==> src/rtl/assert_macros.svh <==
// Assertion macros shared by the RTL files.
`ifndef ASSERT_MACROS_SVH
`define ASSERT_MACROS_SVH
`ifndef SYNTHESIS
`define ASSERT_IMPL(label, clk, rst_n, ante, cons) \
    label: assert property (@(posedge clk) disable iff (!rst_n) (ante) |-> (cons)) \
        else $error("assertion failed");
`define ASSERT_NEXT(label, clk, rst_n, ante, cons) \
    label: assert property (@(posedge clk) disable iff (!rst_n) (ante) |=> (cons)) \
        else $error("assertion failed");
`else
`define ASSERT_IMPL(label, clk, rst_n, ante, cons)
`define ASSERT_NEXT(label, clk, rst_n, ante, cons)
`endif
`endif

==> src/rtl/lcta_pkg.sv <==
// Shared constants, types and helpers of the load-cell trimmed average block.
`timescale 1ns / 1ps
package lcta_pkg;
    localparam int LCTA_DEPTH = 16;
    localparam int WORD_W     = 24;
    localparam int WEIGHT_W   = 32;
    localparam int SCALE_W    = 32;
    localparam int ACTION_W   = 2;
    localparam int FRAC_W     = 24;
    localparam logic [SCALE_W-1:0] SCALE_RST = 32'h0100_0000;

    localparam logic [ACTION_W-1:0] ACT_PUSH = 2'd0;
    localparam logic [ACTION_W-1:0] ACT_READ = 2'd1;
    localparam logic [ACTION_W-1:0] ACT_TARE = 2'd2;

    typedef struct packed {
        logic start;
    } t_div_ctl;

    typedef struct packed {
        logic busy;
        logic done;
    } t_div_sts;

    function automatic logic signed [WEIGHT_W-1:0] f_sat32(input logic signed [WEIGHT_W:0] v);
        logic signed [WEIGHT_W-1:0] res;
        if (v[WEIGHT_W] != v[WEIGHT_W-1]) begin
            res = v[WEIGHT_W] ? {1'b1, {(WEIGHT_W-1){1'b0}}} : {1'b0, {(WEIGHT_W-1){1'b1}}};
        end else begin
            res = v[WEIGHT_W-1:0];
        end
        return res;
    endfunction
endpackage

==> src/rtl/lcta_ram.sv <==
// Generic single-write, single-read RAM with registered read data.
`timescale 1ns / 1ps
module lcta_ram #(
    parameter int WIDTH = 24,
    parameter int DEPTH = 16
) (
    input  logic                     i_clk,
    input  logic                     i_we,
    input  logic [$clog2(DEPTH)-1:0] i_waddr,
    input  logic [WIDTH-1:0]         i_wdata,
    input  logic                     i_re,
    input  logic [$clog2(DEPTH)-1:0] i_raddr,
    output logic [WIDTH-1:0]         o_rdata
);
    logic [WIDTH-1:0] r_mem [DEPTH];
    logic [WIDTH-1:0] r_rdata;

    always_ff @(posedge i_clk) begin
        if (i_we) begin
            r_mem[i_waddr] <= i_wdata;
        end
        if (i_re) begin
            r_rdata <= r_mem[i_raddr];
        end
    end

    assign o_rdata = r_rdata;
endmodule

==> src/rtl/lcta_div.sv <==
// Divider by a constant: reciprocal multiply, quotient registered in the cycle after the dividend is taken.
`timescale 1ns / 1ps
`include "assert_macros.svh"
module lcta_div import lcta_pkg::*; #(
    parameter int DIVIDEND_W = 29,
    parameter int DIVISOR    = 14
) (
    input  logic                  i_clk,
    input  logic                  i_rst_n,
    input  t_div_ctl              i_ctl,
    input  logic [DIVIDEND_W-1:0] i_dividend,
    output t_div_sts              o_sts,
    output logic [DIVIDEND_W-1:0] o_quotient
);
    // exact for every dividend below 2^DIVIDEND_W
    localparam int SH = DIVIDEND_W + $clog2(DIVISOR);
    localparam int MW = DIVIDEND_W + 1;
    localparam int PW = SH + DIVIDEND_W;
    localparam logic [MW-1:0] RECIP =
        MW'(((longint'(1) << SH) + longint'(DIVISOR - 1)) / longint'(DIVISOR));

    logic                  r_busy, r_done;
    logic [DIVIDEND_W-1:0] r_dvd;
    logic [PW-1:0]         r_prod;

    always_ff @(posedge i_clk) begin
        if (!i_rst_n) begin
            r_busy <= 1'b0;
            r_done <= 1'b0;
        end else begin
            r_busy <= !r_busy && i_ctl.start;
            r_done <= r_busy;
        end
    end

    always_ff @(posedge i_clk) begin
        if (!r_busy && i_ctl.start) begin
            r_dvd <= i_dividend;
        end
        if (r_busy) begin
            r_prod <= PW'(r_dvd) * PW'(RECIP);
        end
    end

    assign o_sts.busy = r_busy;
    assign o_sts.done = r_done;
    assign o_quotient = r_prod[PW-1:SH];

    `ASSERT_NEXT(a_start_busy, i_clk, i_rst_n, i_ctl.start && !r_busy, r_busy)
    `ASSERT_IMPL(a_done_idle, i_clk, i_rst_n, r_done, !r_busy)
    `ASSERT_IMPL(a_quo_bound, i_clk, i_rst_n, r_done, o_quotient <= r_dvd)
endmodule

==> src/rtl/load_cell_trimmed_average_top.sv <==
// Load-cell trimmed moving average: top level.
// Each request pushes a sample, reads the weight, or tares; every request gives one result.
// The ring is walked one entry a cycle through the read port of the sample RAM into one
// compare-and-add unit, then the trimmed sum is divided by DEPTH-2 with a reciprocal
// multiply, followed by a 24x32 multiply, scaling and tare subtraction. The next request is
// taken once the result is loaded into the output register, even while that result still
// waits on the output; a result still held there stalls the block in its last step.
// Entries not yet written since reset read as zero. The scale register may be written at
// any time the block is idle.
`timescale 1ns / 1ps
`include "assert_macros.svh"
module load_cell_trimmed_average_top import lcta_pkg::*; #(
    parameter int DEPTH = LCTA_DEPTH
) (
    input  logic                       i_clk,
    input  logic                       i_rst_n,
    input  logic                       i_cfg_valid,
    output logic                       o_cfg_ready,
    input  logic [SCALE_W-1:0]         i_cfg_data,
    input  logic                       i_in_valid,
    output logic                       o_in_ready,
    input  logic [ACTION_W-1:0]        i_action,
    input  logic [WORD_W-1:0]          i_raw_word,
    output logic                       o_out_valid,
    input  logic                       i_out_ready,
    output logic signed [WEIGHT_W-1:0] o_weight,
    output logic signed [WORD_W-1:0]   o_trimmed_mean,
    output logic signed [WORD_W-1:0]   o_latest_sample
);
    localparam int IDX_W  = $clog2(DEPTH);
    localparam int CNT_W  = IDX_W + 1;
    localparam int SUM_W  = WORD_W + IDX_W + 1;
    localparam int PROD_W = WORD_W + SCALE_W;

    localparam logic [2:0] S_IDLE = 3'd0;
    localparam logic [2:0] S_ACC  = 3'd1;
    localparam logic [2:0] S_TRIM = 3'd2;
    localparam logic [2:0] S_DIV  = 3'd3;
    localparam logic [2:0] S_MUL  = 3'd4;
    localparam logic [2:0] S_SCL  = 3'd5;
    localparam logic [2:0] S_FIN  = 3'd6;

    logic [2:0]                 r_state;
    logic [SCALE_W-1:0]         r_scale;
    logic [IDX_W-1:0]           r_idx;
    logic [DEPTH-1:0]           r_vld;
    logic signed [WEIGHT_W-1:0] r_tare;
    logic [ACTION_W-1:0]        r_action;
    logic [CNT_W-1:0]           r_cnt;
    logic                       r_rd_vld;
    logic                       r_rd_ent;
    logic [IDX_W-1:0]           r_rd_addr;
    logic signed [SUM_W-1:0]    r_sum;
    logic signed [WORD_W-1:0]   r_lo, r_hi, r_latest, r_mean;
    logic                       r_neg;
    logic [WORD_W-1:0]          r_mag;
    logic [PROD_W-1:0]          r_prod;
    logic signed [WEIGHT_W-1:0] r_scaled;
    logic                       r_out_valid;
    logic signed [WEIGHT_W-1:0] r_weight;
    logic signed [WORD_W-1:0]   r_out_mean, r_out_latest;

    logic                       in_acc, do_push, rd_issue, out_load;
    logic [IDX_W-1:0]           idx_next;
    logic [WORD_W-1:0]          rdata;
    logic signed [WORD_W-1:0]   smp;
    logic signed [SUM_W-1:0]    trimmed;
    logic [SUM_W-1:0]           tmag;
    logic [SUM_W-1:0]           quo;
    logic [WORD_W-1:0]          qmag;
    logic [PROD_W:0]            prod_rnd;
    logic signed [WEIGHT_W:0]   scl_pos, scl_neg;
    logic signed [WEIGHT_W-1:0] tare_eff;
    logic signed [WEIGHT_W:0]   diff;
    t_div_ctl                   div_ctl;
    t_div_sts                   div_sts;

    assign o_cfg_ready = 1'b1;
    assign o_in_ready  = (r_state == S_IDLE);
    assign in_acc      = i_in_valid && o_in_ready;
    assign do_push     = in_acc && (i_action == ACT_PUSH);
    assign idx_next    = (r_idx == IDX_W'(DEPTH - 1)) ? '0 : r_idx + IDX_W'(1);
    assign rd_issue    = (r_state == S_ACC) && (r_cnt < CNT_W'(DEPTH));
    assign out_load    = (r_state == S_FIN) && (!r_out_valid || i_out_ready);

    lcta_ram #(
        .WIDTH (WORD_W),
        .DEPTH (DEPTH)
    ) u_ring (
        .i_clk   (i_clk),
        .i_we    (do_push),
        .i_waddr (idx_next),
        .i_wdata (i_raw_word),
        .i_re    (rd_issue),
        .i_raddr (r_cnt[IDX_W-1:0]),
        .o_rdata (rdata)
    );

    assign smp     = r_rd_ent ? $signed(rdata) : '0;
    assign trimmed = r_sum - SUM_W'(r_lo) - SUM_W'(r_hi);
    assign tmag    = trimmed[SUM_W-1] ? SUM_W'(-trimmed) : SUM_W'(trimmed);
    assign qmag    = quo[WORD_W-1:0];

    assign div_ctl.start = (r_state == S_TRIM);

    lcta_div #(
        .DIVIDEND_W (SUM_W),
        .DIVISOR    (DEPTH - 2)
    ) u_div (
        .i_clk      (i_clk),
        .i_rst_n    (i_rst_n),
        .i_ctl      (div_ctl),
        .i_dividend (tmag),
        .o_sts      (div_sts),
        .o_quotient (quo)
    );

    assign prod_rnd = {1'b0, r_prod} + (PROD_W + 1)'({FRAC_W{1'b1}});
    assign scl_pos  = $signed({1'b0, r_prod[PROD_W-1:FRAC_W]});
    assign scl_neg  = -$signed({1'b0, prod_rnd[PROD_W-1:FRAC_W]});
    assign tare_eff = (r_action == ACT_TARE) ? r_scaled : r_tare;
    assign diff     = (WEIGHT_W + 1)'(r_scaled) - (WEIGHT_W + 1)'(tare_eff);

    // control
    always_ff @(posedge i_clk) begin
        if (!i_rst_n) begin
            r_state     <= S_IDLE;
            r_scale     <= SCALE_RST;
            r_idx       <= '0;
            r_vld       <= '0;
            r_tare      <= '0;
            r_rd_vld    <= 1'b0;
            r_out_valid <= 1'b0;
        end else begin
            if (i_cfg_valid) begin
                r_scale <= i_cfg_data;
            end
            if (do_push) begin
                r_idx           <= idx_next;
                r_vld[idx_next] <= 1'b1;
            end
            r_rd_vld <= rd_issue;
            if (out_load) begin
                r_out_valid <= 1'b1;
            end else if (o_out_valid && i_out_ready) begin
                r_out_valid <= 1'b0;
            end
            unique case (r_state)
                S_IDLE: begin
                    if (in_acc) r_state <= S_ACC;
                end
                S_ACC: begin
                    if (r_cnt == CNT_W'(DEPTH) && !r_rd_vld) r_state <= S_TRIM;
                end
                S_TRIM: r_state <= S_DIV;
                S_DIV: begin
                    if (div_sts.done) r_state <= S_MUL;
                end
                S_MUL: r_state <= S_SCL;
                S_SCL: r_state <= S_FIN;
                S_FIN: begin
                    if (out_load) begin
                        r_state <= S_IDLE;
                        r_tare  <= tare_eff;
                    end
                end
                default: r_state <= S_IDLE;
            endcase
        end
    end

    // datapath
    always_ff @(posedge i_clk) begin
        if (in_acc) begin
            r_action <= i_action;
            r_cnt    <= '0;
            r_sum    <= '0;
            r_lo     <= 24'sh7F_FFFF;
            r_hi     <= -24'sh80_0000;
        end
        if (rd_issue) begin
            r_cnt <= r_cnt + CNT_W'(1);
        end
        r_rd_addr <= r_cnt[IDX_W-1:0];
        r_rd_ent  <= r_vld[r_cnt[IDX_W-1:0]];
        if (r_rd_vld) begin
            r_sum <= r_sum + SUM_W'(smp);
            if (smp < r_lo) r_lo <= smp;
            if (smp > r_hi) r_hi <= smp;
            if (r_rd_addr == r_idx) r_latest <= smp;
        end
        if (r_state == S_TRIM) begin
            r_neg <= trimmed[SUM_W-1];
        end
        if (r_state == S_DIV && div_sts.done) begin
            r_mag  <= qmag;
            r_mean <= r_neg ? -$signed(qmag) : $signed(qmag);
        end
        if (r_state == S_MUL) begin
            r_prod <= PROD_W'(r_mag) * PROD_W'(r_scale);
        end
        if (r_state == S_SCL) begin
            r_scaled <= f_sat32(r_neg ? scl_neg : scl_pos);
        end
        if (out_load) begin
            r_weight     <= f_sat32(diff);
            r_out_mean   <= r_mean;
            r_out_latest <= r_latest;
        end
    end

    assign o_out_valid     = r_out_valid;
    assign o_weight        = r_weight;
    assign o_trimmed_mean  = r_out_mean;
    assign o_latest_sample = r_out_latest;

    `ASSERT_IMPL(a_rd_in_acc, i_clk, i_rst_n, r_rd_vld, r_state == S_ACC)
    `ASSERT_NEXT(a_tare_zero, i_clk, i_rst_n, out_load && r_action == ACT_TARE, o_weight == '0)
    `ASSERT_NEXT(a_load_idle, i_clk, i_rst_n, out_load, o_out_valid && r_state == S_IDLE)
endmodule
==> config.mk <==
export PLATFORM = sky130hd
export DESIGN_NAME = load_cell_trimmed_average_top
export DESIGN_NICKNAME = d
export VERILOG_FILES = /design/src/rtl/lcta_pkg.sv /design/src/rtl/lcta_ram.sv /design/src/rtl/lcta_div.sv /design/src/rtl/load_cell_trimmed_average_top.sv
export VERILOG_INCLUDE_DIRS = /design/src /design/src/rtl
export SDC_FILE = /design/constraint.sdc
export NUM_CORES = 2
export LEC_CHECK = 0
export ABC_AREA = 0
export BUFFER_PORTS_ARGS = -buffer_cell sky130_fd_sc_hd__buf_4
export CORE_MARGIN = 2
export CORE_UTILIZATION = 65
export DETAILED_ROUTE_END_ITERATION = 7
export PLACE_DENSITY = 0.91
export SYNTH_ARGS = -nofsm -noshare
export SYNTH_HDL_FRONTEND = slang
export SYNTH_SLANG_ARGS = --single-unit
==> constraint.sdc <==
create_clock -name i_clk -period 8.5 [get_ports i_clk]
set_input_delay 2.55 -clock i_clk [delete_from_list [all_inputs] [get_ports i_clk]]
set_output_delay 2.55 -clock i_clk [all_outputs]
set_load 0.02 [all_outputs]
* Word level (Yosys, flattened, before mapping)
Memory sizes are Yosys's and may differ from the RTL's. A register that Yosys moved wholly into a read port is not among the register bits.
Cells that the tools add are included.
** Word-level totals
- Flip-flop bits (word level) :: 507
- Bits in writable memories :: 384
- Memories :: 1
- Output and inout bits :: 83
- Input bits :: 63
- Logic and storage cells :: 118
** Operators by class
- Multiplexer cells :: 33
- Bitwise operators :: 1
- Add/sub/neg operators :: 10
- $lt $le $gt $ge :: 6
- $mul :: 2
- Eq/ne operators :: 16
- Reduce and logical (&&, ||, !) cells :: 21
** Memories
- u_ring.r_mem :: words 16, bits a word 24, rd ports 1, clocked after memory_dff 1, write ports 1, RTL line lcta_ram.sv:15 : logic [WIDTH-1:0] r_mem [DEPTH];
** Operators with widths (count)
- $mux 24 :: 8
- $mux 32 :: 5
- $mux 29 :: 2
- $sub 29x24->29 :: 2
- $mul 29x30->57 const B :: 1
- $add 56x24->56 const B :: 1
- $mul 24x32->56 :: 1
- $mux 33 :: 1
- $neg 32->33 :: 1
- $sub 32x32->33 :: 1
- $add 29x24->29 :: 1
- $neg 29->29 :: 1
- $mux 28 :: 1
- $gt 24x24->1 :: 1
- $lt 24x24->1 :: 1
- $neg 24->24 :: 1
- $pmux 3 s7 :: 1
- $or 16x16->16 :: 1
- $mux 3 :: 4
- $lt 4x5->1 const B :: 2
- $mux 5 :: 2
- $eq 3x3->1 const B :: 3
- $logic_and 1x1->1 :: 9
- $eq 3x2->1 const B :: 2
- other kinds (23) :: 36

* Logic depth before layout (Yosys ltp)
- Depth in word-level cells :: 7
- Mapped depth :: 28

* Modules after synthesis
Synthesis repeated with hierarchy kept, for this count alone.
** Second synthesis, totals
- Cells, all modules :: 6683
- Area, all modules :: 74655.4 um^2
** By module, submodules not included
- load_cell_trimmed_average_top :: cells each 4929, sequential area each 11130.7 um^2, times used 1, area each 48092.4 um^2
- lcta_ram :: cells each 636, sequential area each 12251.8 um^2, times used 1, area each 15170.8 um^2
- lcta_div :: cells each 1118, sequential area each 1691.6 um^2, times used 1, area each 11392.2 um^2

* Worst setup path after synthesis
Ideal clock, no wire load.
- Kind :: reg-to-reg
- From :: register r_mag[3]
- To :: register r_prod[55], data pin
- Slack :: 1.120 ns
- Setup time :: 0.260 ns
- Data arrival time :: 7.120 ns
- Cell stages (with the launch flop) :: 25
- Path through :: edfxtp_1 > clkbuf_1 > nand2_1 > fa_1 > inv_1 > fa_1 > inv_1 > fa_1 > fa_1 > inv_1 > fa_1 > fa_1 > fa_1 > ha_1 > a211oi_1 > o21ai_0 > a221o_1 > nor3b_1 > a311o_1 > a311o_1 > a221oi_1 > o31ai_1 > a221o_1 > a21oi_1 > xnor2_1
** On the way
- Word-level cells in the longest chain between the ends :: 1
** Ends and longest elaborated chain
- from (decl) :: RTL line load_cell_trimmed_average_top.sv:56 : logic [WORD_W-1:0] r_mag;
- from (signal assigned) :: RTL line load_cell_trimmed_average_top.sv:196 : r_mag <= qmag;
- $mul 24x32->56 :: RTL line load_cell_trimmed_average_top.sv:200 : r_prod <= PROD_W'(r_mag) * PROD_W'(r_scale);
- to (signal assigned) :: RTL line load_cell_trimmed_average_top.sv:200
- to (decl) :: RTL line load_cell_trimmed_average_top.sv:57 : logic [PROD_W-1:0] r_prod;
No other way between the ends.
A chain may end at the register's enable or synchronous reset.

* Worst setup path after layout
- From :: register r_mag[12]
- To :: register r_prod[53], data pin
The elaborated chain is that of the path after synthesis.

==> impl_results.md <==
* Final period util at 96.11%
* Largest net degree at the start of global routing at roughly 140
* Layout area overhead at 8.468%
* Post-synth ARST share at 0%
* Initial antenna violation count at 13
* Area of the core at 112000 um2
* Post-synth EDFFs at 737
* Detailed-route wire length per cell at 24.62 um
* RSZ-0062 raised after global routing: false
* Synthesized area per cell at 11.34 um2
* CTS tree: done
* Post-synthesis cell area at 73190 um2
* Post-synth top flop: edfxtp_1
* Final min period at 8.170 ns
* Relative slew slack at between 10% and 20%
* Synth Warn # at 0
* CP most frequent cell: fa_1
* Vias in the first global route at around 55000
* Final Core Density at 70.86%
* Full die area at 115300 um2
* Post-CTS sizing at 0
* First-pass GRT wire length at approximately 310 mm
* Worst slew pin tran at 1.346 ns
* PortBufs at ~140
* Hpwl dp at roughly 140 mm
* Share of cells above drive strength 1 at 9.096%
* I/O pin count at 146
* Height of the die at 339.6 um
* Fin Setup TNS at 0 ns
* FF+latch count, synth at about 880
* Layout Skew at 0.07269 ns
* Clock sinks at between 800 and 900
* First-pass detailed-route iteration total at 8
* Status: finished with violations
* Clk buf depth at 3
* WP data required at 8.92 ns
* Nets at about 8100
* Clock transition at path regs at about 0.070 ns
* Max stage delay cell, worst path: fa_1
* Worst hold slack at 0.4180 ns
* Max Cap Viol at 0
* H-tree levels at 3
* CP startpoint kind: flop
* CTS buffer count at 92
* Drt total wl at approximately 200 mm
* Starting density of the core at 65.32%
* ANT nets after route at 0
* Tot GR Track Use at 35.52%
* Fmax at ~120 MHz
* Worst path max stage delay at 0.74 ns
* Die Span X at 339.6 um
* Post-synth cell types at 84
* CP arrival at 8.59 ns
* Global route overflow at 0
* Setup Crit Path Kind: reg -> reg
* Rows at 123
* Post-synthesis sequential area ratio at 34.18%
* Final Hold Viols at 0
* Via count at 51390
* Number of DRC markers in iteration 0 at a little under 6000
* Worst skew pair latency at 0.74 ns
* Final setup violating endpoints at 0
* Fill count at 7042
* Critical path peak fanout at 12
* Post-Syn Nets at 7949
* Synth Instances at 6456
* Failing checks: design-rule violations
* Critical path capture point type: flop
* DRC Markers at 137
* DR vias/cell at approximately 6.3
* Clock tree root buffer cell: clkbuf_16
* Max Slew Vio Count at 0
* Final GP Congestion at 0.9701
* Hold_buf cts at 0
* Hold crit path type: reg -> reg
## what timing repair did
item	in CTS	in global routing
setup endpoints to repair	0	1
endpoints found under the hold margin	0	0
setup buffers	0	3
## per-stage QoR
step / instances / instance area (um2) / setup WS (ns)
floorplan: 6456 / 73190 / 1.121
global placement: 7965 / 76260 / 0.5706
detailed placement: 7965 / 76260 / 0.5146
CTS: 8137 / 79330 / 0.4570
global route: 8142 / 79360 / 0.09600
finish: 8151 / 79380 / 0.3305
## routing by layer
layer,track usage (%),vias up,share of wire [%]
met5,0.2451,-,0.035
met4,23.17,8,7.9
met3,9.817,993,11
met2,57.99,3534,47
met1,41.39,25190,34
li1,-,21670,-
## layout by cell type, fill, tap and decap left out, types with 17 or more instances in the layout
cell       synthesis  final
inv_1           1108   1108
fa_1             844    844
edfxtp_1         737    737
nand2_1          592    592
ha_1             586    586
and2_1           426    426
buf_4              1    270
a21oi_1          188    188
nor2_1           176    160
xnor2_1          146    146
dfxtp_1          144    144
o21ai_0          131    131
mux4_2           125    125
clkbuf_16          0     96
mux2i_1           92     92
a21o_1            92     92
xor2_1            67     67
nor2b_1           64     63
o21a_1            48     48
nand3_1           47     47
a31oi_1           45     45
nor3_1            45     44
nand4_1           36     36
a211o_1           35     35
o211a_1           35     35
nand2b_1          35     34
o21bai_1          27     27
a211oi_1          26     26
clkbuf_1         236     25
and3_1            25     24
nor3b_1           25     24
o31ai_1           21     21
or3_1             20     20
nor4_1            22     20
nor2_2             1     17
## critical path, delay by kind of cell, from the launching register on
kind	cells	cell delay [ns]
AOI/OAI and AO/OA	6	1.09
DFF	1	0.70
xor gates and xnor gates	1	0.14
buffers and inverters	9	1.21
and+or+nand+nor	3	0.48
adders and majority gates	8	4.22
## state kept, by name, summed over array words and instances (netlist names), 29 cells and up
signal and count:
r_scale 32, u_div.r_dvd 29, r_sum 29, r_scaled 32, r_prod 56, o_weight 32, r_tare 32, u_ring.r_mem 384
## Yosys cell counts, types with 8 or more instances
cell | count | area [um2]
dfxtp_1 | 144 | 2883
o21ai_0 | 131 | 655.6
and2_1 | 426 | 2665
a211o_1 | 35 | 306.5
nand2b_1 | 35 | 219.0
a21o_1 | 92 | 690.7
nor3b_1 | 25 | 187.7
a31oi_1 | 45 | 281.5
o31a_1 | 8 | 70.07
nor3_1 | 45 | 225.2
nand4_1 | 36 | 225.2
o211a_1 | 35 | 350.3
nor4_1 | 22 | 137.6
xor2_1 | 67 | 586.8
xnor2_1 | 146 | 1279
a21boi_0 | 9 | 67.56
edfxtp_1 | 737 | 22130
o21bai_1 | 27 | 202.7
o211ai_1 | 13 | 97.59
o41ai_1 | 11 | 96.34
nand2_1 | 592 | 2222
mux2i_1 | 92 | 920.9
nor2b_1 | 64 | 400.4
buf_1 | 21 | 78.83
a211oi_1 | 26 | 195.2
nor2_1 | 176 | 660.6
inv_1 | 1108 | 4159
mux4_2 | 125 | 2815
o31ai_1 | 21 | 157.7
or3_1 | 20 | 125.1
and3_1 | 25 | 156.4
o21ai_1 | 10 | 50.05
clkbuf_1 | 236 | 885.9
a21oi_1 | 188 | 940.9
a221oi_1 | 9 | 78.83
or2_2 | 10 | 62.56
o21a_1 | 48 | 360.4
ha_1 | 586 | 7332
nand3_1 | 47 | 235.2
fa_1 | 844 | 16900
## layout make-up
| class | instances | area (um2) | share of cell area, % |
|---|---|---|---|
| antenna | 11 | 27.53 | 0.03467 |
| clock buffer | 129 | 2606 | 3.283 |
| clock inverter | 43 | 473.0 | 0.5958 |
| inverter | 1108 | 4159 | 5.239 |
| multi-input combinational | 4204 | 43100 | 54.29 |
| sequential | 881 | 25010 | 31.51 |
| tap | 1500 | 1877 | 2.364 |
| timing repair buffer | 275 | 2127 | 2.679 |
## worst paths after layout
| check | startpoint | endpoint | slack (ns) | cells past startpoint |
|---|---|---|---|---|
| setup / recovery | r_mag[12]$_DFFE_PP_ | r_prod[53]$_DFFE_PP_ | 0.33 | 27 |
| hold / removal | r_latest[21]$_DFFE_PP_ | o_latest_sample[21]$_DFFE_PP_ | 0.42 | 0 |
| setup reg to reg | r_mag[12]$_DFFE_PP_ | r_prod[53]$_DFFE_PP_ | 0.33 | 27 |
| hold reg to reg | r_latest[21]$_DFFE_PP_ | o_latest_sample[21]$_DFFE_PP_ | 0.42 | 0 |
## cells by family after synthesis
family | Yosys count | share of synthesized area (%)
multiplexers | 222 | 5.182
other | 1 | 0.005124
buffers and inverters | 1371 | 7.062
AND/OR/NAND/NOR | 1555 | 10.67
adder cells (fa/ha/maj) | 1437 | 33.20
XOR/XNOR | 213 | 2.549
flip-flops | 881 | 34.18
AO/OA/AOI/OAI | 776 | 7.153
Power is not shown: default switching activity piles up to over one toggle a cycle in this logic, so the estimate is an artifact.
